$ cat src/sv/ln1p_pkg.sv
// ----------------------------------------------------------------------------
// ln1p_pkg
// Shared widths, word types and control bundles for the ln(1+x) series core.
// ----------------------------------------------------------------------------
package ln1p_pkg;

  localparam int FRAC_BITS = 30;
  localparam int MAX_TERMS = 1024;
  localparam int X_W       = 32;
  localparam int N_W       = 11;
  localparam int SUM_W     = 40;
  localparam int MAG_W     = FRAC_BITS;
  localparam int DIV_STEPS = MAG_W;
  localparam int CNT_W     = $clog2(DIV_STEPS);

  typedef struct packed {
    logic signed [X_W-1:0] x_value;
    logic [N_W-1:0]        term_count;
  } in_word_t;

  typedef struct packed {
    logic signed [SUM_W-1:0] series_sum;
    logic                    range_error;
  } out_word_t;

  typedef struct packed {
    logic load;
    logic div_start;
    logic div_step;
    logic acc;
    logic emit;
  } cmd_t;

  typedef struct packed {
    logic finish;
    logic div_last;
    logic out_free;
  } status_t;

endpackage

$ cat src/sv/ln1p_taylor_series_core.sv
// ----------------------------------------------------------------------------
// ln1p_taylor_series_core
// Taylor partial sum of ln(1+x), Q1.30 in, Q9.30 out, one result per word.
// Terms are summed up to the clamped count, or fewer once the power truncates
// to zero; each term is a check, a bit-serial divide and an add, the divide
// done by the one-bit-per-cycle restoring divider. An error word skips the
// terms. One word in flight; the next is accepted once the result is
// registered, and a finished word waits until the output register is free.
// Synchronous reset returns the sequencer to idle and empties the output.
// ----------------------------------------------------------------------------
module ln1p_taylor_series_core (
  input  logic                clk,
  input  logic                rst,
  input  logic                in_valid,
  output logic                in_ready,
  input  ln1p_pkg::in_word_t  in_data,
  output logic                out_valid,
  input  logic                out_ready,
  output ln1p_pkg::out_word_t out_data
);
  import ln1p_pkg::*;

  cmd_t    cmd;
  status_t status;

  ln1p_ctrl u_ctrl (
    .clk      (clk),
    .rst      (rst),
    .in_valid (in_valid),
    .in_ready (in_ready),
    .status   (status),
    .cmd      (cmd)
  );

  ln1p_dpath u_dpath (
    .clk       (clk),
    .rst       (rst),
    .in_data   (in_data),
    .cmd       (cmd),
    .status    (status),
    .out_valid (out_valid),
    .out_ready (out_ready),
    .out_data  (out_data)
  );

endmodule

$ cat src/sv/ln1p_ctrl.sv
// ----------------------------------------------------------------------------
// ln1p_ctrl
// Sequencer: per term, one check state, a bit-serial divide, one accumulate.
// ----------------------------------------------------------------------------
module ln1p_ctrl (
  input  logic              clk,
  input  logic              rst,
  input  logic              in_valid,
  output logic              in_ready,
  input  ln1p_pkg::status_t status,
  output ln1p_pkg::cmd_t    cmd
);
  import ln1p_pkg::*;

  typedef enum logic [4:0] {
    S_IDLE  = 5'b00001,
    S_CHECK = 5'b00010,
    S_DIV   = 5'b00100,
    S_ACC   = 5'b01000,
    S_OUT   = 5'b10000
  } state_t;

  state_t state, state_next;

  always_ff @(posedge clk) begin
    if (rst) begin
      state <= S_IDLE;
    end else begin
      state <= state_next;
    end
  end

  assign in_ready = (state == S_IDLE);

  always_comb begin
    state_next = state;
    cmd        = '0;
    unique case (state)
      S_IDLE: begin
        if (in_valid) begin
          cmd.load   = 1'b1;
          state_next = S_CHECK;
        end
      end
      S_CHECK: begin
        if (status.finish) begin
          state_next = S_OUT;
        end else begin
          cmd.div_start = 1'b1;
          state_next    = S_DIV;
        end
      end
      S_DIV: begin
        cmd.div_step = 1'b1;
        if (status.div_last) state_next = S_ACC;
      end
      S_ACC: begin
        cmd.acc    = 1'b1;
        state_next = S_CHECK;
      end
      S_OUT: begin
        if (status.out_free) begin
          cmd.emit   = 1'b1;
          state_next = S_IDLE;
        end
      end
      default: state_next = S_IDLE;
    endcase
  end

endmodule

$ cat src/sv/ln1p_dpath.sv
// ----------------------------------------------------------------------------
// ln1p_dpath
// Power register and multiplier, restoring divider, accumulator, output word.
// ----------------------------------------------------------------------------
module ln1p_dpath (
  input  logic                clk,
  input  logic                rst,
  input  ln1p_pkg::in_word_t  in_data,
  input  ln1p_pkg::cmd_t      cmd,
  output ln1p_pkg::status_t   status,
  output logic                out_valid,
  input  logic                out_ready,
  output ln1p_pkg::out_word_t out_data
);
  import ln1p_pkg::*;

  logic [X_W-1:0]          in_mag;
  logic                    in_err;
  logic [N_W-1:0]          in_n;

  logic [MAG_W-1:0]        x_mag;
  logic                    x_neg;
  logic                    err;
  logic [N_W-1:0]          n;
  logic [N_W-1:0]          idx;
  logic [MAG_W-1:0]        p_mag;
  logic                    p_neg;
  logic [2*MAG_W-1:0]      prod;
  logic signed [SUM_W-1:0] sum;

  logic [MAG_W-1:0]        quo;
  logic [N_W-1:0]          rem;
  logic [CNT_W-1:0]        cnt;
  logic [N_W:0]            trial;
  logic                    take;
  logic                    sub;
  logic signed [SUM_W-1:0] term;

  assign in_mag = in_data.x_value[X_W-1] ? (~in_data.x_value + 1'b1) : in_data.x_value;
  assign in_err = (in_mag >= (X_W'(1) << FRAC_BITS)) || (in_data.term_count == '0);
  assign in_n   = (in_data.term_count > N_W'(MAX_TERMS)) ? N_W'(MAX_TERMS)
                                                          : in_data.term_count;

  assign trial = {rem, quo[MAG_W-1]};
  assign take  = (trial >= {1'b0, idx});
  assign sub   = p_neg ^ ~idx[0];
  assign term  = SUM_W'(quo);

  always_ff @(posedge clk) begin
    prod <= p_mag * x_mag;
    if (cmd.load) begin
      x_mag <= in_mag[MAG_W-1:0];
      x_neg <= in_data.x_value[X_W-1];
      err   <= in_err;
      n     <= in_n;
      idx   <= N_W'(1);
      p_mag <= in_mag[MAG_W-1:0];
      p_neg <= in_data.x_value[X_W-1];
      sum   <= '0;
    end
    if (cmd.div_start) begin
      quo <= p_mag;
      rem <= '0;
      cnt <= CNT_W'(DIV_STEPS - 1);
    end
    if (cmd.div_step) begin
      if (take) begin
        rem <= N_W'(trial - {1'b0, idx});
      end else begin
        rem <= trial[N_W-1:0];
      end
      quo <= {quo[MAG_W-2:0], take};
      cnt <= cnt - 1'b1;
    end
    if (cmd.acc) begin
      sum   <= sub ? (sum - term) : (sum + term);
      p_mag <= prod[2*MAG_W-1:MAG_W];
      p_neg <= p_neg ^ x_neg;
      idx   <= idx + 1'b1;
    end
    if (cmd.emit) begin
      out_data.series_sum  <= err ? '0 : sum;
      out_data.range_error <= err;
    end
  end

  always_ff @(posedge clk) begin
    if (rst) begin
      out_valid <= 1'b0;
    end else if (cmd.emit) begin
      out_valid <= 1'b1;
    end else if (out_ready) begin
      out_valid <= 1'b0;
    end
  end

  assign status.finish   = err || (idx > n) || (p_mag == '0);
  assign status.div_last = (cnt == '0);
  assign status.out_free = !out_valid || out_ready;

endmodule

$ cat config.mk
export PLATFORM = sky130hd
export DESIGN_NAME = ln1p_taylor_series_core
export DESIGN_NICKNAME = d
export VERILOG_FILES = /design/src/sv/ln1p_pkg.sv /design/src/sv/ln1p_taylor_series_core.sv /design/src/sv/ln1p_ctrl.sv /design/src/sv/ln1p_dpath.sv
export SDC_FILE = /design/constraint.sdc
export NUM_CORES = 2
export LEC_CHECK = 0
export BUFFER_PORTS_ARGS = -buffer_cell sky130_fd_sc_hd__buf_2
export CAP_MARGIN = 20
export CORE_ASPECT_RATIO = 1.1
export CORE_MARGIN = 4
export CORE_UTILIZATION = 50
export DETAILED_ROUTE_END_ITERATION = 6
export GPL_TIMING_DRIVEN = 0
export PLACE_DENSITY_LB_ADDON = 0.25
export SLEW_MARGIN = 5
export SYNTH_ARGS = -nofsm -noshare
export SYNTH_HDL_FRONTEND = slang
export SYNTH_SLANG_ARGS = --single-unit
$ cat constraint.sdc
create_clock -name clk -period 7.3 [get_ports clk]
set_input_delay 1.46 -clock clk [delete_from_list [all_inputs] [get_ports clk]]
set_output_delay 1.46 -clock clk [all_outputs]
set_load 0.03 [all_outputs]
Yosys cells after proc, flatten, opt, wreduce, memory -nomap -nowiden
Cells that the tools add are included.
W data, S select, Z words.
- add/sub/neg operators: 6
- multiply operators: 1
- order comparisons: 4
- equality and inequality tests: 8
- mux-type cells: 32
- bitwise logic cells: 4
- reductions and logical operators: 12
- operators by type and width (cell ; count):
    $mux W30 ; 4
    $mux W40 ; 3
    $mul A30 B30 Y60 ; 1
    $mux W11 ; 5
    $add A40 B31 Y40 ; 1
    $sub A40 B31 Y40 ; 1
    $add A32 B1 Y32 const B ; 1
    $ge A32 B31 Y1 const B ; 1
    $mux W32 ; 1
    $not A32 Y32 ; 1
    $logic_not A30 Y1 ; 1
    $mux W5 ; 6
    $pmux W5 S5 ; 1
    $ge A12 B11 Y1 ; 1
    $mux W1 ; 12
    $add A11 B1 Y11 const B ; 1
    $gt A11 B11 Y1 ; 1
    $gt A11 B11 Y1 const B ; 1
    $logic_not A11 Y1 ; 1
    $sub A11 B11 Y11 ; 1
    $ne A2 B2 Y1 const B ; 3
    $reduce_bool A2 Y1 ; 3
    $eq A5 B1 Y1 const B ; 1
    $eq A5 B2 Y1 const B ; 1
    10 further kinds ; 14
- register bits after elaboration: 278
- input bits: 47
- output and inout bits: 43
- word-level logic and storage cells: 83

Longest topological paths before layout
- depth in word-level cells: 7
- gate-level depth with buffers: 29
- depth with buffers taken out: 28

Cells and area by module
A second synthesis with hierarchy kept.
- cell total of the unflattened synthesis: 4320
- area total of the unflattened synthesis: 42051.6 µm²
- modules (own cells, without submodules) (module ; times used ; cells each ; area an instance (µm²) ; sequential area each (µm²)):
    ln1p_dpath ; 1 ; 4281 ; 41715.0 ; 6986.7
    ln1p_ctrl ; 1 ; 39 ; 336.6 ; 100.1

Least setup slack after synthesis
No wires, ideal clock.
- path kind: reg2reg
- start: register u_dpath.p_mag[10]
- end: register u_dpath.prod[57]
- library setup time: 0.114 ns
- data arrival time: 7.148 ns
- path slack: 0.038 ns
- cell stages (with the launch flop): 28
- path through: edfxtp_1 clkbuf_1 and2_1 fa_1 inv_1 fa_1 inv_1 fa_1 inv_1 fa_1 inv_1 fa_1 fa_1 fa_1 inv_1 fa_1 inv_1 ha_1 a21o_1 o21bai_1 a31oi_1 o21ai_0 a41oi_1 o31ai_1 a41oi_1 nor2_1 a311o_1 a21o_1
- word-level cells in the longest chain between the ends: 1
- ends and longest elaborated chain (what ; line ; text):
    start, declared ; ln1p_dpath.sv:26 ; logic [MAG_W-1:0] p_mag;
    start signal, assigned ; ln1p_dpath.sv:57 ; p_mag <= in_mag[MAG_W-1:0];
    start signal, assigned ; ln1p_dpath.sv:77 ; p_mag <= prod[2*MAG_W-1:MAG_W];
    $mul A30 B30 Y60 ; ln1p_dpath.sv:50 ; prod <= p_mag * x_mag;
    end signal, assigned ; ln1p_dpath.sv:50 ;
    end, declared ; ln1p_dpath.sv:28 ; logic [2*MAG_W-1:0] prod;
No other way between the ends.
A chain may end at the register's enable or synchronous reset.

Worst setup path in the final report
- start: register u_dpath.p_mag[8]
- end: register u_dpath.prod[57]
The elaborated chain is that of the path after synthesis.

==> flow_metrics.env <==
export IMPL_core_area_sq_mm=0.0832
export IMPL_period_minus_slack_ns=7.72
export IMPL_gp_congestion=1.03
export IMPL_r2r_setup_slack_ns=-0.42
export IMPL_synth_area_leader_cell="fa_1"
export IMPL_tns_ns=-6.01
export IMPL_initial_core_util=0.503
export IMPL_fmax_ghz=0.129
export IMPL_crit_start="u_dpath.p_mag[8]$_DFFE_PP_"
export IMPL_rows=111
export IMPL_violations="setup timing"
export IMPL_mappedNetlistNets=5570
export IMPL_setup_viol=23
export IMPL_cts_tree="yes"
export IMPL_synthCells=4432
export IMPL_grt_pass1_vias=33700
export IMPL_ys_flop_type="edfxtp_1"
export IMPL_path_buf_inv=6
export IMPL_timing_rr_end="u_dpath.prod[57]$_DFF_P_"
export IMPL_ys_types=65
export IMPL_grt_overflow_total=0
export IMPL_die_h_um=311
export IMPL_max_stage_delay_ns=0.65
export IMPL_rsz0062_at_grt="true"
export IMPL_async_reset_ff_frac=0
export IMPL_crit_chain="buf_12, buf_4, clkbuf_8, nand2_1, fa_1, inv_1, fa_1, fa_2, fa_2, fa_1, fa_1, fa_1, fa_1, ha_4, nand4_1, buf_6, nor4_4, a41oi_2, buf_8, o31ai_4, a41oi_4, nor2_4, a311o_1, a21o_1"
export IMPL_numPortBuffers=89
export IMPL_via_per_inst=5.62
export IMPL_final_nets=5825
export IMPL_drt_iter0_drc=2742
export IMPL_synth_area_leaders="fa_1 (37%), edfxtp_1 (15%), ha_1 (9.3%)"
export IMPL_die_w_um=284
export IMPL_crit_cells=24
export IMPL_final_util=0.574
export IMPL_antenna_found_initial=13
export IMPL_cts_path_max_buffers=3
export IMPL_cts_buffers=28
export IMPL_dr_pass1_iters=5
export IMPL_yosysTopAreaCellShare=0.374
export IMPL_syn_to_final_growth_pct=14.0
export IMPL_ys_seq_area_frac=0.169
export IMPL_syn_area_sq_mm=0.0418
export IMPL_critPathArrivalTime_ns=8.26
export IMPL_hold_viol_final=0
export IMPL_worstPathMaxFanout=10
export IMPL_routed_wl_mm=137
export IMPL_synth_seq_cells=248
export IMPL_synth_most_common_cell="inv_1"
export IMPL_endpoint="u_dpath.prod[57]$_DFF_P_"
export IMPL_hold_class="flip-flop to flip-flop"
export IMPL_tightest_slew_ns=1.08
export IMPL_nFillCells=7175
export IMPL_relSlewSlack=0.280
export IMPL_startpoint_type="flip-flop"
export IMPL_clock_latency_ns=0.61
export IMPL_dp_cells=5601
export IMPL_grt_usage=0.310
export IMPL_grt_max_degree=43
export IMPL_yosysWarnings=0
export IMPL_cts_max_level=1
export IMPL_cts_root_buf="clkbuf_16"
export IMPL_routedWlPerCell_um=23.7
export IMPL_cts_sinks=248
export IMPL_grt_pass1_wl_mm=206
export IMPL_finalCritPeriodShare=1.06
export IMPL_reg2reg_from="u_dpath.p_mag[8]$_DFFE_PP_"
export IMPL_boundaryPins=90
export IMPL_ant_nets=0
export IMPL_r2r_cells=24
export IMPL_drive_gt1_frac=0.133
export IMPL_place_area_sq_mm=0.0438
export IMPL_cpMostUsedCell="fa_1"
export IMPL_final_cells=5792
export IMPL_clkTransAtPathRegs_ns=0.06
export IMPL_hold_buffers=0
export IMPL_fin_area_sq_mm=0.0477
export IMPL_outcome="finished, violations left"
export IMPL_synth_edf_count=212
export IMPL_drv_cap=0
export IMPL_crit_type="flip-flop to flip-flop"
export IMPL_post_route_drc_count=0
export IMPL_seqCellArea_sq_mm=0.00709
export IMPL_setup_ws_ns=-0.423
export IMPL_dp_hpwl_mm=112
export IMPL_finalClockSkew_ns=0.0267
export IMPL_critPathCaptureType="flip-flop"
export IMPL_synth_area_per_cell_sq_um=9.44
export IMPL_dieArea_sq_mm=0.0884
export IMPL_multi_input_area_sq_mm=0.0316
export IMPL_worst_path_max_delay_cell="fa_2"
export IMPL_final_max_slew_viol_count=0
export IMPL_cp_required_ns=7.83
export IMPL_vias=32500
export IMPL_ys_top_cells_by_count="inv_1 (837), fa_1 (781), nand2_1 (546)"
export IMPL_cpLargestDelayFamily="adder cells"
[worst reg2reg max path, stage by stage, from the launching register on]
cell and delay, ns:
edfxtp_1 0.38, buf_12 0.16, buf_4 0.13, clkbuf_8 0.20, nand2_1 0.10, fa_1 0.55
inv_1 0.07, fa_1 0.50, fa_2 0.65, fa_2 0.50, fa_1 0.55, fa_1 0.46
fa_1 0.54, fa_1 0.46, ha_4 0.33, nand4_1 0.12, buf_6 0.16, nor4_4 0.26
a41oi_2 0.22, buf_8 0.24, o31ai_4 0.33, a41oi_4 0.20, nor2_4 0.24, a311o_1 0.21
a21o_1 0.12
[cells in the final DEF, fill, tap and decap left out, types with 19 or more instances in the layout]
cell type and count:
inv_1 814, fa_1 745, nand2_1 539, and2_1 510, ha_1 290, edfxtp_1 212
nor2_1 206, buf_4 125, buf_2 106, xnor2_1 84, a21oi_1 79, o21ai_0 71
a21o_1 69, clkbuf_1 65, nor2b_1 63, xor2_1 55, clkbuf_2 44, fa_2 36
dfxtp_1 36, buf_6 33, clkbuf_16 32, clkbuf_4 27, clkbuf_8 25, nand3_1 25
inv_2 23, nor3_1 20, and2_4 20, buf_8 19
[layout make-up]
cell class / count / area share
Clock inverter: 16 / 0.00629
Clock buffer: 36 / 0.0164
Inverter: 837 / 0.0658
Tap cell: 1073 / 0.0281
Buffer: 228 / 0.0356
Sequential cell: 248 / 0.149
Antenna cell: 10 / 0.000524
Timing Repair Buffer: 229 / 0.0365
Multi-Input combinational cell: 3115 / 0.662
[flip-flops by register name, summed over array words and instances, names as in the netlist]
signal / cells
u_dpath.cnt: 5
u_dpath.n: 11
u_dpath.sum: 40
u_dpath.quo: 30
u_ctrl.state: 5
u_dpath.x_mag: 30
u_dpath.p_mag: 30
u_dpath.err: 1
u_dpath.x_neg: 1
u_dpath.p_neg: 1
u_dpath.idx: 11
u_dpath.rem: 11
u_dpath.out_valid: 1
u_dpath.out_data: 41
u_dpath.prod: 30
[repair_timing]
action | in CTS | in global routing
buffers inserted | 82 | 54
setup endpoints to repair | 30 | 29
pin swaps | 54 | 81
cloned | 0 | 1
gates resized for setup | 410 | 243
[worst min-delay path by stage]
stage,startpoint,to,slack [ns],depth (start not counted)
2_1_floorplan,u_dpath.prod[30]$_DFF_P_,u_dpath.p_mag[0]$_DFFE_PP_,0.48,2
3_3_place_gp,u_dpath.prod[30]$_DFF_P_,u_dpath.p_mag[0]$_DFFE_PP_,0.49,2
3_5_place_dp,u_dpath.prod[31]$_DFF_P_,u_dpath.p_mag[1]$_DFFE_PP_,0.52,1
4_1_cts,u_dpath.prod[38]$_DFF_P_,u_dpath.p_mag[8]$_DFFE_PP_,0.54,2
5_1_grt,u_dpath.prod[31]$_DFF_P_,u_dpath.p_mag[1]$_DFFE_PP_,0.55,1
6_report,u_dpath.prod[38]$_DFF_P_,u_dpath.p_mag[8]$_DFFE_PP_,0.54,2
[logic make-up after synthesis]
logic type                 Yosys count  share of synthesized area
buffers and inverters             1069                     0.0959
xor gates and xnor gates           143                     0.0299
adders and majority gates         1091                      0.466
and+or+nand+nor                   1507                      0.180
muxes                               12                    0.00293
DFF                                248                      0.169
AOI/OAI and AO/OA                  362                     0.0553
[through the flow]
| step | hold WS [ns] | worst slack (ns) |
|---|---|---|
| after floorplan | 0.480 | 0.0380 |
| after global placement | 0.493 | -2.95 |
| after detailed placement | 0.520 | -2.04 |
| after CTS | 0.538 | -0.395 |
| after global routing | 0.553 | -0.521 |
| final | 0.539 | -0.423 |
[layer usage]
layer | global-route usage | part of all wire | vias to the layer above
li1 | - | - | 14100
met2 | 0.501 | 0.46 | 1552
met4 | 0.161 | 0.069 | 2
met1 | 0.398 | 0.38 | 16400
met3 | 0.0636 | 0.094 | 466
met5 | 0 | 0.000087 | -
Power is not shown: default switching activity piles up to over one toggle a cycle in this logic, so the estimate is an artifact.
